$ cat src/rtl/tplt_pkg.sv
package tplt_pkg;

  localparam int SAMPLE_BITS    = 10;
  localparam int RUN_COUNT_BITS = 16;
  localparam int SUM_W          = SAMPLE_BITS + RUN_COUNT_BITS;
  localparam int LEN_W          = 8;
  localparam int CFG_W          = SAMPLE_BITS;
  localparam int CFG_IDX_W      = 2;
  localparam int TIME_W         = 32;
  localparam int RATIO_W        = 16;
  localparam int FRAC_BITS      = 12;
  localparam int RATIO_SHIFT    = RATIO_W - FRAC_BITS;

  localparam int DIV_W  = (SAMPLE_BITS > RUN_COUNT_BITS) ? SAMPLE_BITS : RUN_COUNT_BITS;
  localparam int LOW_W  = RATIO_W;
  localparam int STEP_W = $clog2(LOW_W + 1);

  localparam logic [RUN_COUNT_BITS-1:0] COUNT_MAX = '1;

  localparam logic [CFG_IDX_W-1:0] CFG_THRESHOLD = 2'd0;
  localparam logic [CFG_IDX_W-1:0] CFG_RUN_LEN   = 2'd1;
  localparam logic [CFG_IDX_W-1:0] CFG_FRONT_CAL = 2'd2;
  localparam logic [CFG_IDX_W-1:0] CFG_BACK_CAL  = 2'd3;

  localparam logic [1:0] PH_SEEK  = 2'd0;
  localparam logic [1:0] PH_BACK  = 2'd1;
  localparam logic [1:0] PH_READY = 2'd2;

  typedef struct packed {
    logic              start;
    logic [DIV_W-1:0]  rem_init;
    logic [DIV_W-1:0]  divisor;
    logic [LOW_W-1:0]  low;
    logic [STEP_W-1:0] steps;
  } div_req_t;

  typedef struct packed {
    logic             done;
    logic [LOW_W-1:0] quot;
  } div_rsp_t;

endpackage

$ cat src/rtl/tplt_div.sv
module tplt_div import tplt_pkg::*; (
  input  logic     clk_i,
  input  logic     rst_ni,
  input  div_req_t req_i,
  output div_rsp_t rsp_o
);

  logic [DIV_W-1:0]  rem_q, rem_d;
  logic [DIV_W-1:0]  div_q, div_d;
  logic [LOW_W-1:0]  low_q, low_d;
  logic [LOW_W-1:0]  quot_q, quot_d;
  logic [STEP_W-1:0] cnt_q, cnt_d;
  logic              busy_q, busy_d;
  logic              done_q, done_d;
  logic [DIV_W:0]    trial;
  logic [DIV_W:0]    diff;
  logic              ge;

  // One quotient bit per cycle: restoring division with a narrow remainder.
  assign trial = {rem_q, low_q[LOW_W-1]};
  assign diff  = trial - {1'b0, div_q};
  assign ge    = (trial >= {1'b0, div_q});

  always_comb begin
    rem_d  = rem_q;
    div_d  = div_q;
    low_d  = low_q;
    quot_d = quot_q;
    cnt_d  = cnt_q;
    busy_d = busy_q;
    done_d = 1'b0;
    if (req_i.start) begin
      rem_d  = req_i.rem_init;
      div_d  = req_i.divisor;
      low_d  = req_i.low;
      quot_d = '0;
      cnt_d  = req_i.steps;
      busy_d = 1'b1;
    end else if (busy_q) begin
      rem_d  = ge ? diff[DIV_W-1:0] : trial[DIV_W-1:0];
      low_d  = {low_q[LOW_W-2:0], 1'b0};
      quot_d = {quot_q[LOW_W-2:0], ge};
      cnt_d  = cnt_q - STEP_W'(1);
      if (cnt_q == STEP_W'(1)) begin
        busy_d = 1'b0;
        done_d = 1'b1;
      end
    end
  end

  always_ff @(posedge clk_i or negedge rst_ni) begin
    if (!rst_ni) begin
      busy_q <= 1'b0;
      done_q <= 1'b0;
      cnt_q  <= '0;
    end else begin
      busy_q <= busy_d;
      done_q <= done_d;
      cnt_q  <= cnt_d;
    end
  end

  always_ff @(posedge clk_i) begin
    rem_q  <= rem_d;
    div_q  <= div_d;
    low_q  <= low_d;
    quot_q <= quot_d;
  end

  assign rsp_o.done = done_q;
  assign rsp_o.quot = quot_q;

endmodule

$ cat src/rtl/two_phase_stable_level_tracker.sv
// Channel  | Dir | Handshake              | Payload
// s_axis   | in  | tvalid/tready          | tuser: command; tdata: sample, timestamp
// m_axis   | out | tvalid/tready          | tdata: phase, ready_pulse, time_interval,
//          |     |                        |        distance_ratio, ratio_invalid
// cfg      | in  | cfg_we_i               | cfg_idx_i, cfg_data_i
//
// An item may take a 10-step serial division for the run average, another 10 steps
// for a declared level, and 16 steps for the ratio while the throw is ready, all on
// one shared bit-serial divider.
// Reset clears the tracker state and loads the register defaults.
// The next item is accepted once the previous result is in the output register;
// a stalled output holds the block before it writes a new result.
module two_phase_stable_level_tracker import tplt_pkg::*; (
  input  logic                   clk_i,
  input  logic                   rst_ni,
  input  logic                   s_axis_tvalid,
  output logic                   s_axis_tready,
  input  logic [47:0]            s_axis_tdata,   // sample, timestamp, zero pad
  input  logic                   s_axis_tuser,   // command
  output logic                   m_axis_tvalid,
  input  logic                   m_axis_tready,
  // phase, ready_pulse, time_interval, distance_ratio, ratio_invalid, zero pad
  output logic [55:0]            m_axis_tdata,
  input  logic                   cfg_we_i,
  input  logic [CFG_IDX_W-1:0]   cfg_idx_i,
  input  logic [CFG_W-1:0]       cfg_data_i
);

  localparam logic [2:0] S_IDLE = 3'd0;
  localparam logic [2:0] S_AVG  = 3'd1;
  localparam logic [2:0] S_LVL  = 3'd2;
  localparam logic [2:0] S_RES  = 3'd3;
  localparam logic [2:0] S_RAT  = 3'd4;
  localparam logic [2:0] S_OUT  = 3'd5;

  function automatic logic [SAMPLE_BITS-1:0] abs_diff(input logic [SAMPLE_BITS-1:0] a,
                                                      input logic [SAMPLE_BITS-1:0] b);
    return (a >= b) ? (a - b) : (b - a);
  endfunction

  logic [2:0]                state_q, state_d;
  logic [SAMPLE_BITS-1:0]    thr_q, front_cal_q, back_cal_q;
  logic [LEN_W-1:0]          len_q;
  logic [SAMPLE_BITS-1:0]    val_q, val_d;
  logic [TIME_W-1:0]         ts_q, ts_d;
  logic [SUM_W-1:0]          sum_q, sum_d;
  logic [RUN_COUNT_BITS-1:0] cnt_q, cnt_d;
  logic                      back_found_q, back_found_d;
  logic                      ready_q, ready_d;
  logic [SAMPLE_BITS-1:0]    back_lvl_q, back_lvl_d;
  logic [SAMPLE_BITS-1:0]    front_lvl_q, front_lvl_d;
  logic [TIME_W-1:0]         back_time_q, back_time_d;
  logic [TIME_W-1:0]         front_time_q, front_time_d;
  logic                      pulse_q, pulse_d;
  logic [RATIO_W-1:0]        ratio_q, ratio_d;
  logic                      inv_q, inv_d;
  logic                      m_valid_q, m_valid_d;
  logic [55:0]               m_data_q, m_data_d;

  div_req_t                  div_req;
  div_rsp_t                  div_rsp;

  logic                      in_fire;
  logic                      stable;
  logic [SUM_W-1:0]          new_sum;
  logic [RUN_COUNT_BITS-1:0] new_cnt;
  logic [SAMPLE_BITS-1:0]    span;
  logic [SAMPLE_BITS-1:0]    lvl_diff;
  logic [1:0]                phase;
  logic [TIME_W-1:0]         interval;

  tplt_div u_div (
    .clk_i  (clk_i),
    .rst_ni (rst_ni),
    .req_i  (div_req),
    .rsp_o  (div_rsp)
  );

  assign s_axis_tready = (state_q == S_IDLE);
  assign in_fire       = s_axis_tvalid && s_axis_tready;

  assign stable = (cnt_q == '0) ||
                  (abs_diff(div_rsp.quot[SAMPLE_BITS-1:0], val_q) <= thr_q);

  always_comb begin
    if (!stable) begin
      new_sum = SUM_W'(val_q);
      new_cnt = RUN_COUNT_BITS'(1);
    end else if (cnt_q != COUNT_MAX) begin
      new_sum = sum_q + SUM_W'(val_q);
      new_cnt = cnt_q + RUN_COUNT_BITS'(1);
    end else begin
      new_sum = sum_q;
      new_cnt = cnt_q;
    end
  end

  assign span     = abs_diff(back_cal_q, front_cal_q);
  assign lvl_diff = abs_diff(back_lvl_q, front_lvl_q);
  assign phase    = ready_q ? PH_READY : (back_found_q ? PH_BACK : PH_SEEK);
  assign interval = ready_q ? (front_time_q - back_time_q) : '0;

  always_comb begin
    state_d      = state_q;
    val_d        = val_q;
    ts_d         = ts_q;
    sum_d        = sum_q;
    cnt_d        = cnt_q;
    back_found_d = back_found_q;
    ready_d      = ready_q;
    back_lvl_d   = back_lvl_q;
    front_lvl_d  = front_lvl_q;
    back_time_d  = back_time_q;
    front_time_d = front_time_q;
    pulse_d      = pulse_q;
    ratio_d      = ratio_q;
    inv_d        = inv_q;
    m_valid_d    = m_valid_q && !m_axis_tready;
    m_data_d     = m_data_q;
    div_req      = '0;

    unique case (state_q)
      S_IDLE: begin
        if (in_fire) begin
          val_d   = s_axis_tdata[SAMPLE_BITS-1:0];
          ts_d    = s_axis_tdata[SAMPLE_BITS +: TIME_W];
          pulse_d = 1'b0;
          if (s_axis_tuser) begin
            sum_d        = '0;
            cnt_d        = '0;
            back_found_d = 1'b0;
            ready_d      = 1'b0;
            back_lvl_d   = '0;
            front_lvl_d  = '0;
            back_time_d  = '0;
            front_time_d = '0;
            state_d      = S_RES;
          end else if (ready_q) begin
            state_d = S_RES;
          end else begin
            // The run sum stays below count << SAMPLE_BITS, so the average fits
            // in SAMPLE_BITS quotient bits.
            div_req.start    = (cnt_q != '0);
            div_req.rem_init = DIV_W'(sum_q >> SAMPLE_BITS);
            div_req.divisor  = DIV_W'(cnt_q);
            div_req.low      = LOW_W'(sum_q[SAMPLE_BITS-1:0]) << (LOW_W - SAMPLE_BITS);
            div_req.steps    = STEP_W'(SAMPLE_BITS);
            state_d          = S_AVG;
          end
        end
      end
      S_AVG: begin
        if (cnt_q == '0 || div_rsp.done) begin
          sum_d = new_sum;
          cnt_d = new_cnt;
          if (stable && new_cnt == RUN_COUNT_BITS'(len_q)) begin
            div_req.start    = 1'b1;
            div_req.rem_init = DIV_W'(new_sum >> SAMPLE_BITS);
            div_req.divisor  = DIV_W'(new_cnt);
            div_req.low      = LOW_W'(new_sum[SAMPLE_BITS-1:0]) << (LOW_W - SAMPLE_BITS);
            div_req.steps    = STEP_W'(SAMPLE_BITS);
            state_d          = S_LVL;
          end else begin
            state_d = S_RES;
          end
        end
      end
      S_LVL: begin
        if (div_rsp.done) begin
          if (!back_found_q) begin
            back_found_d = 1'b1;
            back_lvl_d   = div_rsp.quot[SAMPLE_BITS-1:0];
            back_time_d  = ts_q;
          end else begin
            ready_d      = 1'b1;
            front_lvl_d  = div_rsp.quot[SAMPLE_BITS-1:0];
            front_time_d = ts_q;
            pulse_d      = 1'b1;
          end
          state_d = S_RES;
        end
      end
      S_RES: begin
        ratio_d = '0;
        inv_d   = 1'b0;
        state_d = S_OUT;
        if (ready_q) begin
          if (span == '0) begin
            inv_d = 1'b1;
          end else if ((SAMPLE_BITS + RATIO_SHIFT)'(lvl_diff) >=
                       ((SAMPLE_BITS + RATIO_SHIFT)'(span) << RATIO_SHIFT)) begin
            ratio_d = '1;
          end else begin
            // The quotient stays below 2^16, so the top bits seed the remainder.
            div_req.start    = 1'b1;
            div_req.rem_init = DIV_W'(lvl_diff >> RATIO_SHIFT);
            div_req.divisor  = DIV_W'(span);
            div_req.low      = LOW_W'(lvl_diff[RATIO_SHIFT-1:0]) << (LOW_W - RATIO_SHIFT);
            div_req.steps    = STEP_W'(LOW_W);
            state_d          = S_RAT;
          end
        end
      end
      S_RAT: begin
        if (div_rsp.done) begin
          ratio_d = div_rsp.quot;
          state_d = S_OUT;
        end
      end
      S_OUT: begin
        if (!m_valid_q || m_axis_tready) begin
          m_valid_d = 1'b1;
          m_data_d  = {4'b0, inv_q, ratio_q, interval, pulse_q, phase};
          state_d   = S_IDLE;
        end
      end
      default: state_d = S_IDLE;
    endcase
  end

  always_ff @(posedge clk_i or negedge rst_ni) begin
    if (!rst_ni) begin
      thr_q       <= SAMPLE_BITS'(8);
      len_q       <= LEN_W'(10);
      front_cal_q <= SAMPLE_BITS'(1023);
      back_cal_q  <= '0;
    end else if (cfg_we_i) begin
      unique case (cfg_idx_i)
        CFG_THRESHOLD: thr_q       <= cfg_data_i[SAMPLE_BITS-1:0];
        CFG_RUN_LEN:   len_q       <= cfg_data_i[LEN_W-1:0];
        CFG_FRONT_CAL: front_cal_q <= cfg_data_i[SAMPLE_BITS-1:0];
        CFG_BACK_CAL:  back_cal_q  <= cfg_data_i[SAMPLE_BITS-1:0];
        default: ;
      endcase
    end
  end

  always_ff @(posedge clk_i or negedge rst_ni) begin
    if (!rst_ni) begin
      state_q      <= S_IDLE;
      sum_q        <= '0;
      cnt_q        <= '0;
      back_found_q <= 1'b0;
      ready_q      <= 1'b0;
      back_lvl_q   <= '0;
      front_lvl_q  <= '0;
      back_time_q  <= '0;
      front_time_q <= '0;
      pulse_q      <= 1'b0;
      m_valid_q    <= 1'b0;
    end else begin
      state_q      <= state_d;
      sum_q        <= sum_d;
      cnt_q        <= cnt_d;
      back_found_q <= back_found_d;
      ready_q      <= ready_d;
      back_lvl_q   <= back_lvl_d;
      front_lvl_q  <= front_lvl_d;
      back_time_q  <= back_time_d;
      front_time_q <= front_time_d;
      pulse_q      <= pulse_d;
      m_valid_q    <= m_valid_d;
    end
  end

  always_ff @(posedge clk_i) begin
    val_q    <= val_d;
    ts_q     <= ts_d;
    ratio_q  <= ratio_d;
    inv_q    <= inv_d;
    m_data_q <= m_data_d;
  end

  assign m_axis_tvalid = m_valid_q;
  assign m_axis_tdata  = m_data_q;

  a_ready_needs_back: assert property (@(posedge clk_i) disable iff (!rst_ni)
    ready_q |-> back_found_q)
    else $error("throw ready without a back level");

  a_pulse_in_ready_phase: assert property (@(posedge clk_i) disable iff (!rst_ni)
    (m_axis_tvalid && m_axis_tdata[2]) |-> (m_axis_tdata[1:0] == PH_READY))
    else $error("ready pulse outside the ready phase");

  a_div_done_expected: assert property (@(posedge clk_i) disable iff (!rst_ni)
    div_rsp.done |-> (state_q == S_AVG || state_q == S_LVL || state_q == S_RAT))
    else $error("divider finished while no division was pending");

  a_no_accept_in_flight: assert property (@(posedge clk_i) disable iff (!rst_ni)
    (state_q != S_IDLE) |-> !s_axis_tready)
    else $error("input accepted while an item is in progress");

endmodule

$ cat config.mk
export PLATFORM = sky130hd
export DESIGN_NAME = two_phase_stable_level_tracker
export DESIGN_NICKNAME = d
export VERILOG_FILES = /design/src/rtl/tplt_pkg.sv /design/src/rtl/tplt_div.sv /design/src/rtl/two_phase_stable_level_tracker.sv
export SDC_FILE = /design/constraint.sdc
export NUM_CORES = 1
export LEC_CHECK = 0
export ABC_AREA = 1
export BUFFER_PORTS_ARGS = -buffer_cell sky130_fd_sc_hd__buf_4
export CORE_ASPECT_RATIO = 2
export CORE_MARGIN = 2
export CORE_UTILIZATION = 50
export DETAILED_ROUTE_END_ITERATION = 10
export PLACE_DENSITY = 0.65
export SYNTH_ARGS = -nofsm -noshare
export SYNTH_HDL_FRONTEND = slang
export SYNTH_SLANG_ARGS = --single-unit
$ cat constraint.sdc
create_clock -name clk_i -period 14.59 [get_ports clk_i]
set_input_delay 0.7295 -clock clk_i [delete_from_list [all_inputs] [get_ports clk_i]]
set_output_delay 0.7295 -clock clk_i [all_outputs]
set_load 0.01 [all_outputs]
=== Word level (Yosys, flattened, before mapping) ===
Index checks and enable logic that the tools add are counted.

* Memories: 0
* Bits in registers: 353
* Input bits: 66
* Bits in read-only memories: 0
* Bits in writable memories: 0
* Logic and storage cells: 178
* Output and inout bits: 58
* Bits in latches: 0

* Shift operators: 0
* $mul: 0
* $add $sub $neg: 11
* Bitwise gates (word level): 0
* $lt $le $gt $ge: 6
* Mux-type cells: 83
* Div/mod/pow operators: 0
* Reductions and logical operators: 30
* Equal/unequal tests: 19

{| class="wikitable"
|+ Operator list
! operator !! number
|-
| two-way mux 54 bit || 8
|-
| two-way mux 16 bit || 14
|-
| two-way mux 32 bit || 6
|-
| case mux 54 bit (3 select lines) || 1
|-
| two-way mux 26 bit || 5
|-
| case mux 32 bit (2 select lines) || 2
|-
| two-way mux 10 bit || 9
|-
| case mux 16 bit (2 select lines) || 2
|-
| subtractor 10 bit || 6
|-
| case mux 26 bit (2 select lines) || 1
|-
| case mux 10 bit (2 select lines) || 2
|-
| subtractor 32 bit || 1
|-
| greater-or-equal comparator 10 bit || 3
|-
| adder 26 x 10 -> 26 bit || 1
|-
| two-way mux 1 bit || 20
|-
| case mux 3 bit (6 select lines) || 1
|-
| greater-or-equal comparator 17 x 16 -> 1 bit || 1
|-
| adder 16 x 1 -> 16 bit, second input constant || 1
|-
| equality test 16 x 8 -> 1 bit || 1
|-
| logical NOT 16 bit || 1
|-
| != test 16 bit, second input constant || 1
|-
| nonzero test 16 bit || 1
|-
| subtractor 16 bit || 1
|-
| two-way mux 3 bit || 5
|-
| other kinds (24) || 55
|}

=== Logic depth before layout (Yosys ltp) ===
Gate-level depths: netlist of the first run.

* Depth in word-level cells: 11
* Gate-level depth with buffers: 33
* Gate-level depth less buffers: 31

=== Hierarchy ===
A second synthesis of the first run with hierarchy kept.

* Cell total of the unflattened synthesis: 2818
* Area total of the unflattened synthesis: 22283.9 um^2

{| class="wikitable"
|+ By module, submodules not included
! module !! instances !! cells each !! area each (um^2) !! seq. area each (um^2)
|-
| two_phase_stable_level_tracker || 1 || 2318 || 18195.0 || 7628.6
|-
| tplt_div || 1 || 500 || 4088.9 || 1936.9
|}

=== Worst setup path before layout of the first run ===
OpenSTA, ideal clock, no wires.

* Path type: register to register
* Start: register val_q[4]
* End: register u_div.low_q[10] (enable)
* Path buffers: 4
* Path slack: 9610 ps
* Setup time: 383 ps
* Arrival: 4597 ps
* Stages on the path, launching flop included: 32
* Data required time: 14207 ps
* Period minus slack after synthesis: 4980 ps
* Path through: edfxtp_1 > inv_1 > ha_1 > nand2_1 > nor2_1 > nand4_1 > o2111ai_1 > clkbuf_1 > nand2_1 > o21ai_0 > xnor2_1 > inv_1 > ha_1 > nand2_1 > nor2_1 > nand3b_1 > nand2_1 > inv_2 > nand2_1 > buf_4 > nand2_1 > nand2_1 > nand2_1 > nor2_1 > nand3_1 > nor2_1 > nand4_1 > nand2_2 > nor2_2 > buf_6 > buf_6 > nand2_1

* Word-level cells in the longest chain between the ends: 11
* Elaborated cells between the ends (all ways): 13
* Those cells by class: 2 x add/sub; 2 x order compare; 1 x eq/ne; 5 x mux; 3 x reduce/logical

{| class="wikitable"
|+ Ends and longest elaborated chain
! element !! RTL line !! RTL
|-
| from (decl) || two_phase_stable_level_tracker.sv:44 || <nowiki>logic [SAMPLE_BITS-1:0] val_q, val_d;</nowiki>
|-
| from (signal assigned) || two_phase_stable_level_tracker.sv:267 || <nowiki>val_q <= val_d;</nowiki>
|-
| subtractor 10 bit / greater-or-equal comparator 10 bit (equally long branches) || two_phase_stable_level_tracker.sv:38 || <nowiki>return (a >= b) ? (a - b) : (b - a);</nowiki>
|-
| two-way mux 10 bit * || two_phase_stable_level_tracker.sv:38 ||
|-
| <= comparator 10 bit * || two_phase_stable_level_tracker.sv:83 || <nowiki>(abs_diff(div_rsp.quot[SAMPLE_BITS-1:0], val_q) <= thr_q);</nowiki>
|-
| logical OR 1 bit * || two_phase_stable_level_tracker.sv:82 || <nowiki>assign stable = (cnt_q == '0) ||</nowiki>
|-
| two-way mux 16 bit || two_phase_stable_level_tracker.sv:86 || <nowiki>if (!stable) begin</nowiki>
|-
| equality test 16 x 8 -> 1 bit || two_phase_stable_level_tracker.sv:156 || <nowiki>if (stable && new_cnt == RUN_COUNT_BITS'(len_q)) begin</nowiki>
|-
| logical AND 1 bit * || two_phase_stable_level_tracker.sv:156 ||
|-
| two-way mux 54 bit * || two_phase_stable_level_tracker.sv:156 ||
|-
| two-way mux 54 bit * || two_phase_stable_level_tracker.sv:153 || <nowiki>if (cnt_q == '0 || div_rsp.done) begin</nowiki>
|-
| case mux 54 bit (3 select lines) * || two_phase_stable_level_tracker.sv:122 || <nowiki>unique case (state_q)</nowiki>
|-
| nonzero test 2 bit (no line) * || - ||
|-
| to (signal assigned) || tplt_div.sv:66 || <nowiki>low_q <= low_d;</nowiki>
|-
| to (decl) || tplt_div.sv:10 || <nowiki>logic [LOW_W-1:0] low_q, low_d;</nowiki>
|}

Every way passes the cells marked *; elsewhere a longest branch is shown, timed or not.
A chain may end at the register's enable or synchronous reset.

=== Worst setup path in the final report of the first run ===
* Start: register val_q[6]
* End: register u_div.rem_q[15] (enable)

* Word-level cells in the longest chain between the ends: 11
* Elaborated cells between the ends (all ways): 13
* Those cells by class: 2 x add/sub; 2 x order compare; 1 x eq/ne; 5 x mux; 3 x reduce/logical

{| class="wikitable"
|+ Ends and longest elaborated chain
! element !! RTL line !! RTL
|-
| subtractor 10 bit / greater-or-equal comparator 10 bit (equally long branches) || two_phase_stable_level_tracker.sv:38 ||
|-
| two-way mux 10 bit * || two_phase_stable_level_tracker.sv:38 ||
|-
| <= comparator 10 bit * || two_phase_stable_level_tracker.sv:83 ||
|-
| logical OR 1 bit * || two_phase_stable_level_tracker.sv:82 ||
|-
| two-way mux 16 bit || two_phase_stable_level_tracker.sv:86 ||
|-
| equality test 16 x 8 -> 1 bit || two_phase_stable_level_tracker.sv:156 ||
|-
| logical AND 1 bit * || two_phase_stable_level_tracker.sv:156 ||
|-
| two-way mux 54 bit * || two_phase_stable_level_tracker.sv:156 ||
|-
| two-way mux 54 bit * || two_phase_stable_level_tracker.sv:153 ||
|-
| case mux 54 bit (3 select lines) * || two_phase_stable_level_tracker.sv:122 ||
|-
| nonzero test 2 bit (no line) * || - ||
|-
| to (signal assigned) || tplt_div.sv:64 || <nowiki>rem_q <= rem_d;</nowiki>
|-
| to (decl) || tplt_div.sv:8 || <nowiki>logic [DIV_W-1:0] rem_q, rem_d;</nowiki>
|}

Marked as above.

==> results.py, run 1 <==
metrics = {
    "run_status": {
        "outcome": "completed",
    },
    "clock_network": {
        "cts_buffers": 35,
        "cts_setup_buffers": 0,
        "clock-root-buffer": "clkbuf_16",
        "cts_tree": "yes",
        "clockBufferDepth": 3,
        "cts_max_level": 2,
        "numClockSinks": 347,
        "cts_hold_buf": 0,
        "post_cts_resized": 0,
        "clk_pin_slew_ns": 0.06,
        "clkLatencyLatePin_ns": 0.55,
    },
    "routing": {
        "ant_nets": 0,
        "drt-initial-drc-count": 1192,
        "vias": 18400,
        "dr.pass1.iters": 6,
        "via_per_inst": 5.55,
        "remaining_drc_errors": 0,
        "route.detailed.wl_per_inst_microns": 18.7,
        "drt_wl_total_mm": 62.3,
    },
    "yosys": {
        "syn_area_sq_um": 21300,
        "async_flop_share_pct": 51.3,
        "synthCells": 2666,
        "synth_edf_count": 153,
        "synth_warnings": 0,
        "yosys_register_bits": 347,
        "synthFlopType": "dfrtp_1",
        "seq_area_frac_synth_pct": 44.1,
        "avgSynthCellArea_sq_um": 7.98,
        "synth.distinct_cells": 58,
    },
    "sta": {
        "worstMarginPinSlew_ns": 1.22,
        "min_period_ns": 6.78,
        "fin_crit_sh_pct": 46.5,
        "final.setup_skew_ns": 0.0244,
        "setup_tns_ns": 0,
        "relSlewSlack_pct": 18.3,
        "rsz0062_at_grt": "false",
        "drv_slew": 0,
        "hold_viol_final": 0,
        "finalSetupViolCount": 0,
        "clock.fmax_mhz": 148,
    },
    "worst_setup_path": {
        "cp_slowest_cell": "nand2_1",
        "critPathMaxStageDelay_ns": 0.91,
        "crit_required_ns": 14.73,
        "endpoint_kind": "flop",
        "crit_arrival_ns": 6.92,
        "startpoint_type": "flop",
        "path_class": "reg -> reg",
        "crit_top_cell": "nand2_1",
        "crit_path_max_fanout": 39,
    },
    "global_routing": {
        "overflow": 0,
        "grt.total_usage_pct": 28.3,
        "grt_antenna_before_repair": 2,
        "grt_pass1_vias": 18900,
        "grt_pass1_wl_mm": 96.8,
        "grt_max_degree": 85,
    },
    "placed_design": {
        "place_area_sq_um": 22600,
        "place_inst": 3258,
        "io_buffer_count": 113,
        "place.gp.congestion": 0.983,
        "dp_hpwl_mm": 47.5,
    },
    "floorplanning": {
        "die_w_microns": 150,
        "num_rows": 106,
        "die_area_sq_um": 44300,
        "coreArea_sq_um": 41900,
        "ios": 124,
        "die_y_microns": 296,
        "start_util_pct": 50.8,
    },
    "cells_and_area": {
        "drive_gt1_share_pct": 8.88,
        "fin_nets": 2964,
        "areaGrowthSynthToFinish_pct": 11.6,
        "design_area_sq_um": 23700,
        "final_util_pct": 56.6,
        "stdcell_count": 3324,
    },
    "power_and_ir_drop": {
        "vdd_ir_drop_max_mv": 0.116,
        "p_leak_nw": 11.1,
        "powerDensity_nw_per_um2": 230,
    },
    "worst_hold_path": {
        "holdCritPathClass": "in -> async",
    },
    "job": {
        "cap_viol_max_count": 0,
    },
}
[worst max-delay path: cells and delay by family, from the launching register on]
family,cells,cell delay [ns]
fa+ha+maj,2,0.68
buf+inv,5,0.77
flops,1,0.49
simple gates,22,4.01
compound gates,2,0.36
[routing by layer]
metal	wire length, microns	GRT usage (%)
met1	20600	26.4
met2	34800	56.4
met3	2620	2.94
met4	4240	18.1
met5	0	0
[layout make-up]
cell class                 count  area, sq um
antenna                        2         5.00
fill                        3994        18200
clock buffer                  42          943
tap                          540          676
inverter                     397         1490
sequential                   347         9390
multi-input combinational   1843        10100
clock inverter                22          189
timing repair buffer         131          987
[Yosys cell counts, types with 5 or more instances]
master | n | share of area (%)
xnor2_1 | 21 | 0.86
dfstp_2 | 13 | 1.6
nand2_2 | 7 | 0.21
dfrtp_1 | 165 | 19
o21ai_1 | 10 | 0.24
o211ai_1 | 19 | 0.67
o21ai_0 | 282 | 6.6
nand3b_1 | 8 | 0.28
nand4_1 | 33 | 0.97
dfxtp_1 | 16 | 1.5
buf_4 | 7 | 0.25
a31oi_1 | 8 | 0.24
buf_2 | 11 | 0.26
buf_6 | 5 | 0.26
nand3_1 | 192 | 4.5
nor2_2 | 7 | 0.21
nor3_1 | 20 | 0.47
inv_2 | 9 | 0.16
nor2_1 | 184 | 3.2
inv_1 | 386 | 6.8
clkbuf_1 | 56 | 0.99
nand2_1 | 629 | 11
a21oi_1 | 132 | 3.1
a21boi_0 | 5 | 0.18
o21bai_1 | 5 | 0.18
o21a_1 | 17 | 0.60
a21o_1 | 9 | 0.32
o2111ai_1 | 5 | 0.21
mux2_2 | 6 | 0.32
o22ai_1 | 24 | 0.71
ha_1 | 134 | 7.9
edfxtp_1 | 153 | 22
fa_1 | 9 | 0.85
xor2_1 | 31 | 1.3
[logic make-up (layout without fill, tap and decap cells)]
group / count (synthesis) / after routing / synth area share (%)
AND/OR/NAND/NOR: 1101 / 1101 / 21.9
AO/OA/AOI/OAI: 534 / 534 / 13.8
buffers and inverters: 479 / 592 / 8.82
flip-flops: 347 / 347 / 44.1
adder cells (fa/ha/maj): 143 / 143 / 8.73
XOR/XNOR: 52 / 52 / 2.14
multiplexers: 9 / 9 / 0.459
other: 1 / 6 / 0.0176
[metrics by stage]
| step | hold slack, ns | power (W) | setup WS (ns) |
|---|---|---|---|
| finish | 0.173 | 0.00546 | 7.81 |
| detailed placement | 0.407 | 0.00453 | 7.88 |
| CTS | 0.202 | 0.00546 | 7.81 |
| global placement | 0.402 | 0.00446 | 7.83 |
| floorplan | 0.400 | 0.00362 | 9.61 |
| global route | 0.239 | 0.00590 | 7.33 |
[flip-flops by register name (all words and copies together) (netlist names), 16 cells and up]
signal	cells
back_time_q	32
cnt_q	16
front_time_q	32
m_axis_tdata	52
ratio_q	16
sum_q	26
ts_q	32
u_div.div_q	16
u_div.quot_q	16
u_div.rem_q	16
[power by group]
part	switching (W)	total, W	leakage [nW]	internal, W
clock	0.000405	0.000909	0.554	0.000504
sequential	0.000157	0.00150	3.92	0.00134
combinational	0.00208	0.00306	6.60	0.000974
[path summary, 6_finish.rpt]
path | to | from | cells after the start | slack (ns)
max | u_div.rem_q[15] | val_q[6] | 31 | 7.81
min reg2reg | m_axis_tdata[48] | ratio_q[13] | 0 | 0.42
min in group clk_i | ts_q[1] | s_axis_tdata[11] | 1 | 0.36
max in group asynchronous | back_time_q[6] | rst_ni | 2 | 12.99
max reg2reg | u_div.rem_q[15] | val_q[6] | 31 | 7.81
min | back_time_q[4] | rst_ni | 1 | 0.17
[cells in the final DEF (no fill, tap or decap), types with 8 or more instances in the layout]
cell type / n
a21o_1: 9
a21oi_1: 131
a31oi_1: 8
buf_4: 130
clkbuf_16: 36
clkinv_1: 8
dfrtp_1: 165
dfstp_2: 13
dfxtp_1: 16
edfxtp_1: 153
fa_1: 9
ha_1: 134
inv_1: 386
inv_2: 9
nand2_1: 629
nand3_1: 192
nand3b_1: 8
nand4_1: 33
nor2_1: 183
nor3_1: 19
o211ai_1: 19
o21a_1: 16
o21ai_0: 281
o21ai_1: 11
o22ai_1: 24
xnor2_1: 21
xor2_1: 31
No activity file was read; power rests on OpenSTA's default activity.
==> run 2, diff against run 1 <==
ABC_AREA = 0   (was 1)
PLACE_DENSITY = 0.68   (was 0.65)
clock period = 5.65 ns   (was 14.59 ns; I/O delays follow)
==> run 2 against run 1 <==
The run now ends with setup timing left. Count of clock-buffer cells in the layout is the same. Sequential cell count is the same. First-iteration DRC count shrank 26%. Sequential power grew to 2.8 times the previous value.
==> results.py, run 2 <==
metrics = {
    "worst_setup_path": {
        "worstPathCellList": "ha_4 -> inv_2 -> fa_2 -> a21o_1 -> a21oi_2 -> o21bai_1 -> and2_4 -> o221ai_2 -> a211o_4 -> mux2i_1 -> o221a_2 -> o21ai_2 -> xor2_1 -> ha_1 -> buf_6 -> and4_1 -> a2111o_1 -> a2111oi_4 -> nand4_1 -> a211oi_4 -> nand2_2 -> buf_4 -> or3_4 -> a41oi_2",
        "cp_slowest_cell": "a2111o_1",
        "critPathMaxStageDelay_ns": 0.52,
        "crit_family": "compound AO/OA/AOI/OAI gates",
        "startpoint_type": "flop",
        "crit_required_ns": 6.02,
        "cp_num_buf_inv": 3,
        "crit_path_max_fanout": 5,
        "r2r_setup_slack_ns": -0.06,
        "endpoint_kind": "flop",
        "crit_arrival_ns": 6.07,
        "path_class": "reg -> reg",
    },
    "cells_and_area": {
        "final_common_cell": "nand2_1",
        "final_cell_mix": "nand2_1, o21ai_0, buf_4",
        "largest_reg_flops": 52,
        "stdcell_count": 2876,
        "n_antenna_cell": 0,
        "design_area_sq_um": 24500,
        "drive_gt1_share_pct": 16.2,
        "areaGrowthSynthToFinish_pct": 17.8,
        "fin_nets": 2524,
    },
    "global_routing": {
        "grt_pass1_vias": 17100,
        "grt_max_degree": 86,
        "overflow": 0,
        "grtUsageMet3_pct": 2.52,
        "met1_usage_pct": 25.6,
        "grt_pass1_wl_mm": 87.4,
        "grt.total_usage_pct": 25.4,
        "grt_antenna_before_repair": 0,
        "busiest_layer": "met2",
        "met2_usage_pct": 49.5,
    },
    "routing": {
        "remaining_drc_errors": 0,
        "dr.pass1.iters": 6,
        "drt-initial-drc-count": 887,
        "route.detailed.wl_per_inst_microns": 19.6,
        "drt_wl_total_mm": 56.2,
        "vias": 16700,
        "ant_nets": 0,
        "via_per_inst": 5.81,
    },
    "power_and_ir_drop": {
        "vdd_ir_drop_max_mv": 0.467,
        "swShare_pct": 44.5,
        "p_leak_nw": 10.7,
        "pwr-share-seq_pct": 23.6,
        "p_clk_share_pct": 12.9,
        "p_int_w": 0.00993,
        "p_sw_w": 0.00796,
        "pwr-share-comb_pct": 63.4,
        "powerDensity_nw_per_um2": 730,
        "power_w": 0.0179,
    },
    "run_status": {
        "outcome": "finished with violations",
        "violations": "setup timing",
    },
    "yosys": {
        "async_flop_share_pct": 51.3,
        "yosysMostFrequentCell": "nand2_1",
        "synthAdderAreaFrac_pct": 8.93,
        "synth_common_cells": "nand2_1, o21ai_0, dfrtp_1",
        "synthFlopType": "dfrtp_1",
        "avgSynthCellArea_sq_um": 9.76,
        "synth_warnings": 0,
        "synth_top_area_share_pct": 22.1,
        "synthXorXnorAreaFrac_pct": 2.95,
        "synth.area.mux_share_pct": 4.89,
        "synth_edf_count": 153,
        "yosys.area.top_type": "edfxtp_1",
        "syn_area_sq_um": 20800,
        "synth.area.top_cells": "edfxtp_1, dfrtp_1, ha_1",
        "synth_top_family_by_area": "compound AO/OA/AOI/OAI gates",
        "yosys_register_bits": 347,
        "synth_compound_area_share_pct": 18.3,
        "synth.distinct_cells": 93,
        "synthCells": 2131,
        "synthSimpleGateAreaFrac_pct": 14.7,
        "seq_area_frac_synth_pct": 45.1,
    },
    "clock_network": {
        "clock-root-buffer": "clkbuf_16",
        "cts_max_level": 2,
        "numClockSinks": 347,
        "clk_pin_slew_ns": 0.07,
        "clkLatencyLatePin_ns": 0.53,
        "cts_tree": "yes",
        "clockBufferDepth": 3,
        "cts_buffers": 34,
    },
    "sta": {
        "rsz0062_at_grt": "true",
        "drv_slew": 0,
        "relSlewSlack_pct": 27.1,
        "min_period_ns": 5.71,
        "fin_crit_sh_pct": 101,
        "worstMarginPinSlew_ns": 1.07,
        "clock.fmax_mhz": 175,
        "setup_tns_ns": -0.638,
        "whs_ns": 0.0422,
        "final.setup_skew_ns": 0.0249,
        "finalSetupViolCount": 20,
        "hold_viol_final": 0,
        "setup_ws_ns": -0.0594,
    },
    "worst_hold_path": {
        "holdCritPathClass": "in -> reg",
    },
    "floorplanning": {
        "die_y_microns": 292,
        "start_util_pct": 50.7,
        "ios": 124,
        "coreArea_sq_um": 41000,
        "die_w_microns": 148,
        "die_area_sq_um": 43300,
        "num_rows": 105,
    },
    "placed_design": {
        "place.gp.congestion": 0.919,
        "place_inst": 2752,
        "io_buffer_count": 113,
        "dp_hpwl_mm": 40.9,
        "place_area_sq_um": 22500,
    },
    "job": {
        "cap_viol_max_count": 0,
    },
}
run 2: cell types whose count changed in the layout (fill, tap and decap cells not counted), moves of 27 or more:
cell	before	now
a21o_1	9	62
mux2i_1	3	50
a21oi_1	131	104
buf_4	130	175
nand2_1	629	259
nor2b_1	0	32
o21ai_0	281	208
nand3_1	192	37
mux2_2	6	40
inv_1	386	157
nor2_1	183	108
and2_1	1	28
dlygate4sd3_1	0	45
run 2: routing by layer:
metal	share of wire, %	vias up	wire length [microns]
met3	3.6	170	2020
met5	0	-	0
met2	55	530	31100
li1	-	8004	-
met1	35	7992	19600
met4	6.3	0	3570
run 2: worst paths after layout:
check                         startpoint               end  cells past startpoint
max in group asynchronous         rst_ni         sum_q[23]                      3
min                        cfg_data_i[1]          thr_q[1]                      3
max reg2reg                     val_q[0]    u_div.rem_q[1]                     24
min reg2reg                   ratio_q[4]  m_axis_tdata[39]                      0
max                             val_q[0]    u_div.rem_q[1]                     24
min in group asynchronous         rst_ni          thr_q[5]                      2
run 2: cell type report:
cell class              instances  area, sq um
clock buffers                  42          945
clock inverters                20          185
fillers                      3530        16500
inverters                     160          606
multi-input cells            1534        10600
flip-flops and latches        347         9390
well taps                     535          669
repair buffers                237         2050
repair inverters                1         8.76
run 2: tightest hold or removal path, delay by kind of cell:
kind / cells / cell delay (ns)
compound gates: 1 / 0.06
simple gates: 1 / 0.05
buf+inv: 1 / 0.13
run 2: kinds of logic after synthesis:
family | after synthesis
xor+xnor | 70
buf+inv | 256
compound gates | 588
fa+ha+maj | 143
mux | 96
other cells | 1
simple gates | 630
flops | 347
run 2: power by group through the flow:
stage,combinational [W],sequential [W],clock [W]
after global routing,0.0125,0.00430,0.00245
after detailed placement,0.0105,0.00426,0
after CTS,0.0108,0.00422,0.00237
after global placement,0.0103,0.00423,0
final,0.0113,0.00423,0.00231
after floorplan,0.00769,0.00409,0
run 2: what timing repair did:
action                     in CTS  in global routing
setup endpoints to repair      96                105
resized for setup              11                 49
hold endpoints to repair      128                  0
hold buffers                   45                  0
buffers inserted                1                  8
pin swaps                      10                 23
gates cloned                    1                  7
run 2: per-stage QoR:
stage	util, %	worst slack, ns
global route	59.8	-0.225
detailed placement	54.8	-0.230
finish	59.8	-0.0594
floorplan	-	0.00282
global placement	54.8	-0.198
CTS	58.8	0.0173
==> run 3, diff against run 2 <==
PLACE_DENSITY = unset   (was 0.68)
PLACE_DENSITY_LB_ADDON = 0.25   (was unset)
==> run 3 against run 2 <==
First-iteration DRC count up 11%. The run still ends with setup timing left. Clock power up 2%. Fmax about the same. Critical endpoint is now u_div.low_q[10]. Wire length down 0.25%. Sequential share of layout area about the same. Final cell count about the same. Global-route usage about the same. Via count up 0.37%. Die area unchanged. Non-clock buffer count down 1. Cell area about the same. Critical path depth up 1.
==> results.py, run 3 (synthesis gave the netlist of run 2 again) <==
metrics = {
    "worst_hold_path": {
        "holdCritPathClass": "in -> reg",
        "min_to": "thr_q[3]",
        "worstHoldPathCells": 3,
        "worstHoldStart": "cfg_data_i[3]",
    },
    "sta": {
        "setup_tns_ns": -0.845,
        "whs_ns": 0.0165,
        "fin_crit_sh_pct": 101,
        "min_period_ns": 5.71,
        "worstMarginPinSlew_ns": 1.17,
        "hold_viol_final": 0,
        "final.setup_skew_ns": 0.0246,
        "clock.fmax_mhz": 175,
        "finalSetupViolCount": 23,
        "rsz0062_at_grt": "true",
        "relSlewSlack_pct": 20.2,
        "setup_ws_ns": -0.0580,
        "drv_slew": 0,
    },
    "clock_network": {
        "cts_buffers": 34,
        "clockBufferDepth": 3,
        "clkLatencyLatePin_ns": 0.54,
        "clock-root-buffer": "clkbuf_16",
        "numClockSinks": 347,
        "clk_pin_slew_ns": 0.06,
        "cts_tree": "yes",
        "cts_max_level": 2,
    },
    "worst_setup_path": {
        "rr_worst_depth": 25,
        "critPathMaxStageDelay_ns": 0.47,
        "path_class": "reg -> reg",
        "r2r_setup_slack_ns": -0.06,
        "endpoint_kind": "flop",
        "crit_path_max_fanout": 5,
        "cp_num_buf_inv": 3,
        "crit_family": "compound AO/OA/AOI/OAI gates",
        "crit_required_ns": 5.95,
        "r2r-start": "val_q[0]",
        "cp_slowest_cell": "a2111o_1",
        "startpoint_type": "flop",
        "crit_arrival_ns": 6.00,
        "rr_endpoint": "u_div.low_q[10]",
    },
    "placed_design": {
        "dp_hpwl_mm": 40.9,
        "place.gp.congestion": 0.942,
        "io_buffer_count": 113,
        "place_area_sq_um": 22500,
    },
    "routing": {
        "vias": 16800,
        "ant_nets": 0,
        "drt-initial-drc-count": 989,
        "route.detailed.wl_per_inst_microns": 19.5,
        "dr.pass1.iters": 5,
        "drt_wl_total_mm": 56.1,
        "via_per_inst": 5.83,
        "top_layer_used": "met4",
        "met2WireLength_mm": 31.5,
        "wirelength_met1_mm": 19.7,
        "remaining_drc_errors": 0,
        "routed-wl-met3_mm": 1.79,
    },
    "global_routing": {
        "grt.total_usage_pct": 25.4,
        "grt_antenna_before_repair": 0,
        "grt_pass1_vias": 17000,
        "overflow": 0,
        "grt_pass1_wl_mm": 87.7,
        "grt_max_degree": 88,
    },
    "floorplanning": {
        "die_y_microns": 292,
        "die_w_microns": 148,
        "start_util_pct": 50.7,
        "num_rows": 105,
        "die_area_sq_um": 43300,
        "coreArea_sq_um": 41000,
        "ios": 124,
    },
    "cells_and_area": {
        "areaGrowthSynthToFinish_pct": 17.7,
        "seq_area_sq_um": 9390,
        "largest_reg_flops": 52,
        "design_area_sq_um": 24500,
        "fill_cells": 3497,
        "drive_gt1_share_pct": 15.9,
        "final_common_cell": "nand2_1",
        "final_util_pct": 59.7,
        "final_cell_mix": "nand2_1, o21ai_0, buf_4",
        "n_antenna_cell": 0,
        "multiInputGateArea_sq_um": 10600,
        "fin_nets": 2523,
    },
    "run_status": {
        "outcome": "finished with violations",
        "violations": "setup timing",
    },
    "power_and_ir_drop": {
        "pwr-share-seq_pct": 23.6,
        "p_sw_w": 0.00792,
        "powerDensity_nw_per_um2": 729,
        "pwr-share-comb_pct": 63.2,
        "vdd_ir_drop_max_mv": 0.473,
        "p_leak_nw": 10.7,
        "swShare_pct": 44.4,
        "p_clk_share_pct": 13.2,
        "p_int_w": 0.00992,
    },
    "job": {
        "cap_viol_max_count": 0,
    },
}
run 3: changes by cell type in the layout (fill, tap and decap cells not counted), sizes merged:
| cell | previous run | this run |
|---|---|---|
| buf | 189 | 187 |
| bufinv | 3 | 2 |
| clkbuf | 45 | 53 |
| clkinv | 17 | 7 |
| inv | 159 | 162 |
run 3: layout make-up:
type                       count  share of cell area, %
multi-input combinational   1534                   43.4
inverter                     160                   2.47
sequential                   347                   38.3
timing repair buffer         236                   8.38
clock buffer                  49                   4.12
tap                          535                   2.73
clock inverter                12                  0.542
timing repair inverter         1                 0.0358
run 3: tightest hold or removal path, cell delays in order:
cell and delay, ns:
buf_4 0.14, nand2_1 0.05, o21ai_0 0.07
run 3: worst max path at each step:
| stage | startpoint | to | depth (start not counted) |
|---|---|---|---|
| after floorplan | val_q[1] | u_div.low_q[10] | 25 |
| after global placement | u_div.quot_q[0] | u_div.rem_q[1] | 26 |
| after detailed placement | u_div.quot_q[0] | u_div.rem_q[1] | 26 |
| after CTS | u_div.quot_q[0] | u_div.div_q[1] | 25 |
| after global routing | u_div.quot_q[0] | u_div.low_q[10] | 26 |
| final | val_q[0] | u_div.low_q[10] | 25 |
run 3: metrics by stage:
| stage | std cells | total power (W) | setup WS, ns |
|---|---|---|---|
| after floorplan | 2134 | 0.0118 | 0.00282 |
| after global placement | 2751 | 0.0145 | -0.174 |
| after detailed placement | 2751 | 0.0148 | -0.201 |
| after CTS | 2858 | 0.0173 | -0.0201 |
| after global routing | 2874 | 0.0192 | -0.302 |
| final | 2874 | 0.0178 | -0.0580 |
run 3: repair_timing:
item,in CTS,in global routing
pin swaps,10,21
endpoints found under the hold margin,132,0
hold buffers,45,0
setup buffers,0,9
setup endpoints to repair,95,105
gates resized for setup,9,43
gates cloned,1,8
run 3: layer usage:
metal / vias to the layer above / global-route usage, %
met4: 0 / 13.6
li1: 8001 / -
met3: 147 / 2.45
met2: 417 / 49.9
met5: - / 0
met1: 8192 / 25.8
run 3: power by group through the flow:
stage | clock, W | combinational [W] | sequential (W)
finish | 0.00235 | 0.0113 | 0.00421
global route | 0.00248 | 0.0125 | 0.00429
CTS | 0.00239 | 0.0107 | 0.00420
detailed placement | 0 | 0.0105 | 0.00425
global placement | 0 | 0.0103 | 0.00422
floorplan | 0 | 0.00769 | 0.00409
